--- src/hdl/distributed_mutex_ticket_node_defines.svh ---
// assertion macros shared by the ticket node rtl
// no dependencies; included by modules that carry assertions
`ifndef DISTRIBUTED_MUTEX_TICKET_NODE_DEFINES_SVH
`define DISTRIBUTED_MUTEX_TICKET_NODE_DEFINES_SVH

`ifndef SYNTHESIS
`define DMTN_ASSERT(label, clk, rst_n, prop) \
    label: assert property (@(posedge clk) disable iff (!rst_n) prop) \
        else $error("dmtn assertion failed");
`define DMTN_ASSERT_NEVER(label, clk, rst_n, cond) \
    label: assert property (@(posedge clk) disable iff (!rst_n) !(cond)) \
        else $error("dmtn forbidden condition");
`else
`define DMTN_ASSERT(label, clk, rst_n, prop)
`define DMTN_ASSERT_NEVER(label, clk, rst_n, cond)
`endif

`endif

--- src/hdl/dmtn_pkg.sv ---
// shared types, codes and constants of the ticket node
// no dependencies
package dmtn_pkg;

    localparam int TICKET_BITS     = 16;
    localparam int MAX_PENDING_DEF = 16;

    typedef logic [TICKET_BITS-1:0] t_ticket;

    localparam t_ticket TICKET_MAX = {TICKET_BITS{1'b1}};

    typedef enum logic [1:0] {
        CMD_WANT  = 2'd0,
        CMD_REQ   = 2'd1,
        CMD_OK    = 2'd2,
        CMD_LEAVE = 2'd3
    } t_cmd;

    typedef enum logic [1:0] {
        KIND_BCAST = 2'd0,
        KIND_GRANT = 2'd1,
        KIND_ENTER = 2'd2
    } t_kind;

    localparam logic [1:0] REG_NODE  = 2'd0;
    localparam logic [1:0] REG_PROC  = 2'd1;
    localparam logic [1:0] REG_TYPE  = 2'd2;
    localparam logic [1:0] REG_OKS   = 2'd3;

    typedef struct packed {
        logic [3:0] node;
        logic [3:0] proc;
        logic [2:0] ptype;
        logic [7:0] oks;
    } t_cfg;

    typedef struct packed {
        logic acc;
        logic sweep_rd;
        logic sweep_last;
    } t_dp_ctl;

endpackage

--- src/hdl/distributed_mutex_ticket_node.sv ---
// ticket node: a want, request or ok is decided on acceptance; its result, if any,
// strobes for one cycle on the cycle after the accept and busy stays low
// a leave with n deferred grants holds busy while the grant store is
// read one entry a cycle; the grants then strobe on consecutive cycles once the sweep
// state is entered and each store read is registered, the last one marked
// reset is synchronous and clears control state and registers; the grant store is not cleared
module distributed_mutex_ticket_node #(
    parameter int MAX_PENDING = dmtn_pkg::MAX_PENDING_DEF
) (
    input  logic              i_clk,
    input  logic              i_rst_n,
    input  logic              psel,
    input  logic              penable,
    input  logic              pwrite,
    input  logic [3:0]        paddr,
    input  logic [31:0]       pwdata,
    output logic [31:0]       prdata,
    output logic              pready,
    input  logic              start,
    output logic              busy,
    input  logic [1:0]        i_cmd,
    input  dmtn_pkg::t_ticket i_req_ticket,
    input  logic [2:0]        i_req_type,
    input  logic [3:0]        i_req_node,
    input  logic [3:0]        i_req_process,
    output logic              o_strobe,
    output logic [1:0]        o_kind,
    output dmtn_pkg::t_ticket o_ticket_out,
    output logic [3:0]        o_dest_node,
    output logic [3:0]        o_dest_process,
    output logic              o_last
);
    import dmtn_pkg::*;

    localparam int PCW = $clog2(MAX_PENDING + 1);
    localparam int IW  = $clog2(MAX_PENDING);

    t_cfg           w_cfg;
    t_dp_ctl        w_ctl;
    logic [PCW-1:0] w_pend_cnt;
    logic [IW-1:0]  w_rd_idx;

    dmtn_cfg u_cfg (
        .i_clk   (i_clk),
        .i_rst_n (i_rst_n),
        .psel    (psel),
        .penable (penable),
        .pwrite  (pwrite),
        .paddr   (paddr),
        .pwdata  (pwdata),
        .prdata  (prdata),
        .pready  (pready),
        .o_cfg   (w_cfg)
    );

    dmtn_ctrl #(
        .MAX_PENDING (MAX_PENDING)
    ) u_ctrl (
        .i_clk      (i_clk),
        .i_rst_n    (i_rst_n),
        .start      (start),
        .i_cmd      (i_cmd),
        .i_pend_cnt (w_pend_cnt),
        .busy       (busy),
        .o_ctl      (w_ctl),
        .o_rd_idx   (w_rd_idx)
    );

    dmtn_dp #(
        .MAX_PENDING (MAX_PENDING)
    ) u_dp (
        .i_clk          (i_clk),
        .i_rst_n        (i_rst_n),
        .i_ctl          (w_ctl),
        .i_cfg          (w_cfg),
        .i_rd_idx       (w_rd_idx),
        .i_cmd          (i_cmd),
        .i_req_ticket   (i_req_ticket),
        .i_req_type     (i_req_type),
        .i_req_node     (i_req_node),
        .i_req_process  (i_req_process),
        .o_pend_cnt     (w_pend_cnt),
        .o_strobe       (o_strobe),
        .o_kind         (o_kind),
        .o_ticket_out   (o_ticket_out),
        .o_dest_node    (o_dest_node),
        .o_dest_process (o_dest_process),
        .o_last         (o_last)
    );

endmodule

--- src/hdl/dmtn_cfg.sv ---
// apb configuration registers of the ticket node
// depends on dmtn_pkg
module dmtn_cfg (
    input  logic           i_clk,
    input  logic           i_rst_n,
    input  logic           psel,
    input  logic           penable,
    input  logic           pwrite,
    input  logic [3:0]     paddr,
    input  logic [31:0]    pwdata,
    output logic [31:0]    prdata,
    output logic           pready,
    output dmtn_pkg::t_cfg o_cfg
);
    import dmtn_pkg::*;

    t_cfg r_cfg;
    logic w_wr;

    assign w_wr   = psel && penable && pwrite;
    assign pready = 1'b1;
    assign o_cfg  = r_cfg;

    always_ff @(posedge i_clk) begin
        if (!i_rst_n) begin
            r_cfg.node  <= 4'd0;
            r_cfg.proc  <= 4'd0;
            r_cfg.ptype <= 3'd0;
            r_cfg.oks   <= 8'd1;
        end else if (w_wr) begin
            unique case (paddr[3:2])
                REG_NODE: r_cfg.node  <= pwdata[3:0];
                REG_PROC: r_cfg.proc  <= pwdata[3:0];
                REG_TYPE: r_cfg.ptype <= pwdata[2:0];
                REG_OKS:  r_cfg.oks   <= pwdata[7:0];
            endcase
        end
    end

    always_comb begin
        unique case (paddr[3:2])
            REG_NODE: prdata = {28'd0, r_cfg.node};
            REG_PROC: prdata = {28'd0, r_cfg.proc};
            REG_TYPE: prdata = {29'd0, r_cfg.ptype};
            REG_OKS:  prdata = {24'd0, r_cfg.oks};
        endcase
    end

endmodule

--- src/hdl/dmtn_ctrl.sv ---
// controller: accepts commands and sequences the release sweep on leave
// depends on dmtn_pkg and the defines header
`include "distributed_mutex_ticket_node_defines.svh"
module dmtn_ctrl #(
    parameter int MAX_PENDING = dmtn_pkg::MAX_PENDING_DEF
) (
    input  logic                               i_clk,
    input  logic                               i_rst_n,
    input  logic                               start,
    input  logic [1:0]                         i_cmd,
    input  logic [$clog2(MAX_PENDING+1)-1:0]   i_pend_cnt,
    output logic                               busy,
    output dmtn_pkg::t_dp_ctl                  o_ctl,
    output logic [$clog2(MAX_PENDING)-1:0]     o_rd_idx
);
    import dmtn_pkg::*;

    localparam int PCW = $clog2(MAX_PENDING + 1);
    localparam int IW  = $clog2(MAX_PENDING);

    typedef enum logic {
        ST_IDLE,
        ST_SWEEP
    } t_state;

    t_state         r_state;
    logic [IW-1:0]  r_idx;
    logic [PCW-1:0] r_cnt;
    logic           w_last;

    assign w_last = (PCW'(r_idx) + PCW'(1)) == r_cnt;

    assign busy             = (r_state == ST_SWEEP);
    assign o_ctl.acc        = start && (r_state == ST_IDLE);
    assign o_ctl.sweep_rd   = (r_state == ST_SWEEP);
    assign o_ctl.sweep_last = w_last;
    assign o_rd_idx         = r_idx;

    always_ff @(posedge i_clk) begin
        if (!i_rst_n) begin
            r_state <= ST_IDLE;
            r_idx   <= '0;
            r_cnt   <= '0;
        end else begin
            unique case (r_state)
                ST_IDLE: begin
                    if (o_ctl.acc && (t_cmd'(i_cmd) == CMD_LEAVE) && (i_pend_cnt != '0)) begin
                        r_state <= ST_SWEEP;
                        r_idx   <= '0;
                        r_cnt   <= i_pend_cnt;
                    end
                end
                ST_SWEEP: begin
                    if (w_last) begin
                        r_state <= ST_IDLE;
                    end else begin
                        r_idx <= r_idx + IW'(1);
                    end
                end
            endcase
        end
    end

    `DMTN_ASSERT(a_idx_in_range, i_clk, i_rst_n, (r_state == ST_SWEEP) |-> (PCW'(r_idx) < r_cnt))
    `DMTN_ASSERT(a_sweep_ends, i_clk, i_rst_n, ((r_state == ST_SWEEP) && w_last) |=> (r_state == ST_IDLE))
    `DMTN_ASSERT(a_leave_sweeps, i_clk, i_rst_n, (o_ctl.acc && (i_cmd == CMD_LEAVE) && (i_pend_cnt != '0)) |=> busy)

endmodule

--- src/hdl/dmtn_dp.sv ---
// datapath: tickets, priority compare, ok counter, deferred grant store, result registers
// depends on dmtn_pkg and the defines header
`include "distributed_mutex_ticket_node_defines.svh"
module dmtn_dp #(
    parameter int MAX_PENDING = dmtn_pkg::MAX_PENDING_DEF
) (
    input  logic                               i_clk,
    input  logic                               i_rst_n,
    input  dmtn_pkg::t_dp_ctl                  i_ctl,
    input  dmtn_pkg::t_cfg                     i_cfg,
    input  logic [$clog2(MAX_PENDING)-1:0]     i_rd_idx,
    input  logic [1:0]                         i_cmd,
    input  dmtn_pkg::t_ticket                  i_req_ticket,
    input  logic [2:0]                         i_req_type,
    input  logic [3:0]                         i_req_node,
    input  logic [3:0]                         i_req_process,
    output logic [$clog2(MAX_PENDING+1)-1:0]   o_pend_cnt,
    output logic                               o_strobe,
    output logic [1:0]                         o_kind,
    output dmtn_pkg::t_ticket                  o_ticket_out,
    output logic [3:0]                         o_dest_node,
    output logic [3:0]                         o_dest_process,
    output logic                               o_last
);
    import dmtn_pkg::*;

    localparam int PCW = $clog2(MAX_PENDING + 1);
    localparam int IW  = $clog2(MAX_PENDING);

    logic           r_wanting;
    t_ticket        r_my_ticket;
    t_ticket        r_max_seen;
    logic [7:0]     r_ok_count;
    logic [PCW-1:0] r_pend_cnt;
    logic [7:0]     r_mem [MAX_PENDING];
    logic [7:0]     r_rd_data;

    logic           r_res_vld;
    t_kind          r_res_kind;
    t_ticket        r_res_ticket;
    logic [3:0]     r_res_node;
    logic [3:0]     r_res_proc;
    logic           r_sweep_vld;
    logic           r_sweep_last;

    t_ticket    w_want_ticket;
    logic       w_grant;
    logic       w_has_room;
    logic       w_defer;
    logic [7:0] w_ok_inc;
    t_cmd       w_cmd;

    assign w_cmd         = t_cmd'(i_cmd);
    assign w_want_ticket = (r_max_seen >= TICKET_MAX) ? TICKET_MAX : r_max_seen + t_ticket'(1);
    assign w_ok_inc      = r_ok_count + 8'd1;
    assign w_has_room    = r_pend_cnt < PCW'(MAX_PENDING);

    // lower ticket, then higher type, then lower node, then lower process
    always_comb begin
        w_grant = !r_wanting || (i_req_ticket < r_my_ticket) ||
                  ((i_req_ticket == r_my_ticket) &&
                   ((i_req_type > i_cfg.ptype) ||
                    ((i_req_type == i_cfg.ptype) &&
                     ((i_req_node < i_cfg.node) ||
                      ((i_req_node == i_cfg.node) && (i_req_process < i_cfg.proc))))));
    end

    assign w_defer = i_ctl.acc && (w_cmd == CMD_REQ) && !w_grant && w_has_room;

    always_ff @(posedge i_clk) begin
        if (!i_rst_n) begin
            r_wanting   <= 1'b0;
            r_my_ticket <= '0;
            r_max_seen  <= '0;
            r_ok_count  <= 8'd0;
            r_pend_cnt  <= '0;
            r_res_vld   <= 1'b0;
            r_sweep_vld <= 1'b0;
        end else begin
            r_res_vld    <= 1'b0;
            r_sweep_vld  <= i_ctl.sweep_rd;
            r_sweep_last <= i_ctl.sweep_last;
            if (i_ctl.acc) begin
                unique case (w_cmd)
                    CMD_WANT: begin
                        r_wanting    <= 1'b1;
                        r_my_ticket  <= w_want_ticket;
                        r_res_vld    <= 1'b1;
                        r_res_kind   <= KIND_BCAST;
                        r_res_ticket <= w_want_ticket;
                        r_res_node   <= 4'd0;
                        r_res_proc   <= 4'd0;
                    end
                    CMD_REQ: begin
                        if (i_req_ticket > r_max_seen) begin
                            r_max_seen <= i_req_ticket;
                        end
                        if (w_grant) begin
                            r_res_vld    <= 1'b1;
                            r_res_kind   <= KIND_GRANT;
                            r_res_ticket <= '0;
                            r_res_node   <= i_req_node;
                            r_res_proc   <= i_req_process;
                        end else if (w_has_room) begin
                            r_pend_cnt <= r_pend_cnt + PCW'(1);
                        end
                    end
                    CMD_OK: begin
                        if (w_ok_inc == i_cfg.oks) begin
                            r_ok_count   <= 8'd0;
                            r_res_vld    <= 1'b1;
                            r_res_kind   <= KIND_ENTER;
                            r_res_ticket <= '0;
                            r_res_node   <= 4'd0;
                            r_res_proc   <= 4'd0;
                        end else begin
                            r_ok_count <= w_ok_inc;
                        end
                    end
                    CMD_LEAVE: begin
                        r_wanting  <= 1'b0;
                        r_pend_cnt <= '0;
                    end
                endcase
            end
        end
    end

    // deferred grant store, node in the upper nibble
    always_ff @(posedge i_clk) begin
        if (w_defer) begin
            r_mem[r_pend_cnt[IW-1:0]] <= {i_req_node, i_req_process};
        end
    end

    always_ff @(posedge i_clk) begin
        if (i_ctl.sweep_rd) begin
            r_rd_data <= r_mem[i_rd_idx];
        end
    end

    assign o_pend_cnt     = r_pend_cnt;
    assign o_strobe       = r_res_vld || r_sweep_vld;
    assign o_kind         = r_sweep_vld ? KIND_GRANT : r_res_kind;
    assign o_ticket_out   = r_sweep_vld ? '0 : r_res_ticket;
    assign o_dest_node    = r_sweep_vld ? r_rd_data[7:4] : r_res_node;
    assign o_dest_process = r_sweep_vld ? r_rd_data[3:0] : r_res_proc;
    assign o_last         = r_sweep_vld ? r_sweep_last : 1'b1;

    `DMTN_ASSERT(a_pend_bound, i_clk, i_rst_n, r_pend_cnt <= PCW'(MAX_PENDING))
    `DMTN_ASSERT_NEVER(a_one_source, i_clk, i_rst_n, r_res_vld && r_sweep_vld)
    `DMTN_ASSERT(a_res_follows_acc, i_clk, i_rst_n, r_res_vld |-> $past(i_ctl.acc))

endmodule

--- config.mk ---
export PLATFORM = sky130hd
export DESIGN_NAME = distributed_mutex_ticket_node
export DESIGN_NICKNAME = d
export VERILOG_FILES = /design/src/hdl/dmtn_pkg.sv /design/src/hdl/distributed_mutex_ticket_node.sv /design/src/hdl/dmtn_cfg.sv /design/src/hdl/dmtn_ctrl.sv /design/src/hdl/dmtn_dp.sv
export VERILOG_INCLUDE_DIRS = /design/src /design/src/hdl
export SDC_FILE = /design/constraint.sdc
export NUM_CORES = 1
export LEC_CHECK = 0
export ABC_AREA = 1
export ABC_CLOCK_PERIOD_IN_PS = 6750
export BUFFER_PORTS_ARGS = -buffer_cell sky130_fd_sc_hd__buf_2
export CORE_MARGIN = 4
export CORE_UTILIZATION = 40
export CTS_CLUSTER_SIZE = 10
export DETAILED_ROUTE_END_ITERATION = 8
export GPL_TIMING_DRIVEN = 0
export SLEW_MARGIN = 20
export SYNTH_ARGS = -nofsm -noshare
export SYNTH_HDL_FRONTEND = slang
export SYNTH_SLANG_ARGS = --single-unit
--- constraint.sdc ---
create_clock -name i_clk -period 6.75 [get_ports i_clk]
set_input_delay 0.675 -clock i_clk [delete_from_list [all_inputs] [get_ports i_clk]]
set_output_delay 0.675 -clock i_clk [all_outputs]
set_load 0.05 [all_outputs]
==> results.md <==
- Status: complete, no violations
- DP HPWL: 22600 µm
- Most frequent cell after synthesis: nand2_1
- Vias: just over 9000
- Post-CTS Resized: 0
- Total grt overflow: 0
- Die ar.: 0.0327 mm²
- Reg2reg start: u_dp.r_my_ticket[3]$_SDFFE_PN0P_
- CTS Root Cell: clkbuf_16
- Worst ir drop on vdd: 0.183 mV
- Diodes inserted: 0
- DRT antenna net count: 0
- Post-synth top cells: nand2_1, nor2_1, inv_1
- Initial antenna violation count: 0
- Rows: 63
- Ys async rst share: 0%
- Synth area leaders: edfxtp_1, dfxtp_1, nand2_1, ha_1, nor2_1
- Initial Util: about two fifths
- Least-Margin Pin Slew: slightly below 0.9 ns
- Vias in the first global route: ~8700
- First-pass GRT wire length: approximately 47000 µm
- Core footprint: between 0.02 and 0.03 mm²
- Crit path max fanout: 8
- CTS Buf Count: 29
- Worst Setup End Kind: register
- Setup Skew: 0.0107 ns
- Final slew viol count: 0
- Critical Setup Path Class: reg -> reg
- Worst Path Required: approximately 6.9 ns
- TritonRoute pass-1 iters: 6
- CTS Sinks: 240
- Area grow syn2layout: 15.3%
- Leakage: between 5 and 6 nW
- Synth top area share: 41.0%
- CTS tree: done
- Relative max-transition margin: between 40% and 50%
- Die width: between 150 and 200 µm
- F_max: 333 MHz
- Worst hold path startpoint: i_rst_n
- Setup_tns: 0 ns
- Hold-fix buffers, CTS: 0
- Worst min-delay path category: in -> reg
- Synth warnings: 0
- RSZ-0062 raised after global routing: no
- Sequential cell area fraction in the yosys report: 53.9%
- I/O pin total: around 130
- GPL Wtd Cong: around 0.86
- Port bufs: 81
- Post-synth top area cell: edfxtp_1
- Distinct cells, synth: between 40 and 50
- Worst Path Arrival: 3.17 ns
- Postcts setup bufs: 0
- Max cap viols: 0
- Total track usage: roughly 18%
- Post-Syn Area per Cell: about 9.2 µm²
- Die Span Y: roughly 180 µm
- Synthesis-stage register bit count: 240
- Starting DRT DRC Count: 612
- Startpoint Class: register
- Pwr/cell area: 245 mW/mm²
- Final hold slack: about 0.41 ns
- Crit. Startpoint: u_dp.r_my_ticket[3]$_SDFFE_PN0P_
- Post-synth EDFFs: around 160
- Final wirelength: about 31000 µm
- Final setup violation count: 0
- Vias/cell: about 5
- Largest net degree at the start of global routing: 27
- WL/cell: approximately 17 µm
- Top_reg_cell synth: edfxtp_1
- Reg2Reg Setup Slack: between 3 and 4 ns
- DRC violations left: 0
- H-tree depth: 1
- Clk_lat worst skew: approximately 0.54 ns
- Mapped Area: 0.0119 mm²
- NumNets Final: ~1600
- Share of cells above drive strength 1: a little over an eighth
- Fin crit period: roughly 3.0 ns
- Fin crit share: 44.5%
- Clock transition at path regs: 0.06 ns
- Final Hold Violating Endpoints: 0
- Cells after synthesis: between 1000 and 1500
- Clock Path Buffers: 3
==> critical path, stage by stage (launching register included) <==
cell and delay, ns:
dfxtp_1 0.33, inv_1 0.05, ha_1 0.28, nand2_1 0.09, nor2_1 0.06, and2_1 0.18
nand2_1 0.11, nor2_1 0.06, nand2_1 0.15, nand4_2 0.26, inv_1 0.19, nand2_1 0.16
nor2_1 0.70
==> state kept, by name, summed over array words and instances, names as in the netlist <==
name and cells:
u_dp.r_my_ticket 16, u_dp.r_res_node 4, u_dp.r_max_seen 16, u_dp.r_res_kind 2, u_dp.r_sweep_vld 1, u_dp.r_rd_data 8, u_dp.r_wanting 1, u_ctrl.o_rd_idx 4
u_dp.o_pend_cnt 5, u_ctrl.r_cnt 5, u_dp.r_res_proc 4, u_dp.r_res_vld 1, u_dp.r_sweep_last 1, u_dp.r_res_ticket 16, u_cfg.o_cfg 19, u_dp.r_ok_count 8
u_ctrl.busy 1, u_dp.r_mem 128
==> cells in the final DEF (no fill, tap or decap), types with 5 or more instances in the layout <==
master	instances
nor2_1	183
or2_2	5
nand4_1	10
edfxtp_1	163
buf_1	5
inv_1	167
xor2_1	11
inv_2	5
buf_2	94
ha_1	55
nand2_1	209
buf_4	29
mux2i_1	27
a21oi_1	74
clkbuf_1	31
nand3_1	64
nor2_2	5
o221ai_1	28
dfxtp_1	77
o211ai_1	11
clkbuf_16	29
o21ai_0	80
conb_1	25
==> routing by layer <==
| metal | wire (µm) | vias to the layer above | global-route usage [%] |
|---|---|---|---|
| met5 | 0 | - | 0 |
| met4 | 848 | 0 | 5.26 |
| met3 | 1550 | 53 | 2.66 |
| met2 | 14700 | 251 | 30.4 |
| met1 | 13600 | 4312 | 23.9 |
| li1 | - | 4563 | - |
==> final cells by class <==
| cell class | count | area (µm²) |
|---|---|---|
| clock inverters | 5 | 67.6 |
| fillers | 2869 | 15800 |
| flip-flops and latches | 240 | 6440 |
| well taps | 390 | 488 |
| clock buffers | 35 | 758 |
| repair buffers | 82 | 413 |
| inverters | 173 | 649 |
| plain buffers | 74 | 408 |
| multi-input cells | 831 | 4550 |
==> logic make-up after synthesis <==
group | Yosys count | synth area share, %
XOR/XNOR | 14 | 1.03
AND/OR/NAND/NOR | 496 | 17.6
flip-flops | 240 | 53.9
buffers and inverters | 247 | 8.85
multiplexers | 27 | 2.26
other | 2 | 0.0629
adder cells (fa/ha/maj) | 55 | 5.76
AO/OA/AOI/OAI | 214 | 10.5
==> path summary, 6_finish.rpt <==
kind,endpoint,cells past startpoint
setup / recovery,u_dp.r_mem[13][6]$_DFFE_PP_,12
hold / removal,u_dp.r_sweep_last$_DFFE_PP_,1
setup reg to reg,u_dp.r_mem[13][6]$_DFFE_PP_,12
hold reg to reg,u_ctrl.r_cnt[2]$_SDFFE_PN0P_,2
==> stage by stage <==
stage / worst slack (ns) / instances / area (µm²) / total power [mW] / utilization (%)
3_5_place_dp: 3.26 / 1790 / 12900 / 2.01 / 43.8
6_report: 3.75 / 1830 / 13800 / 3.37 / 46.6
4_1_cts: 3.77 / 1830 / 13800 / 3.39 / 46.6
2_1_floorplan: 3.99 / 1318 / 12000 / 1.90 / -
3_3_place_gp: 3.09 / 1789 / 12900 / 2.01 / 43.7
5_1_grt: 3.53 / 1830 / 13800 / 3.50 / 46.6
==> where the power goes <==
| group | total, mW | switching [mW] | internal, mW |
|---|---|---|---|
| registers | 1.62 | 0.0187 | 1.60 |
| logic | 0.366 | 0.260 | 0.106 |
| clock network | 1.39 | 0.565 | 0.821 |
(Power assumes the default switching activity.)
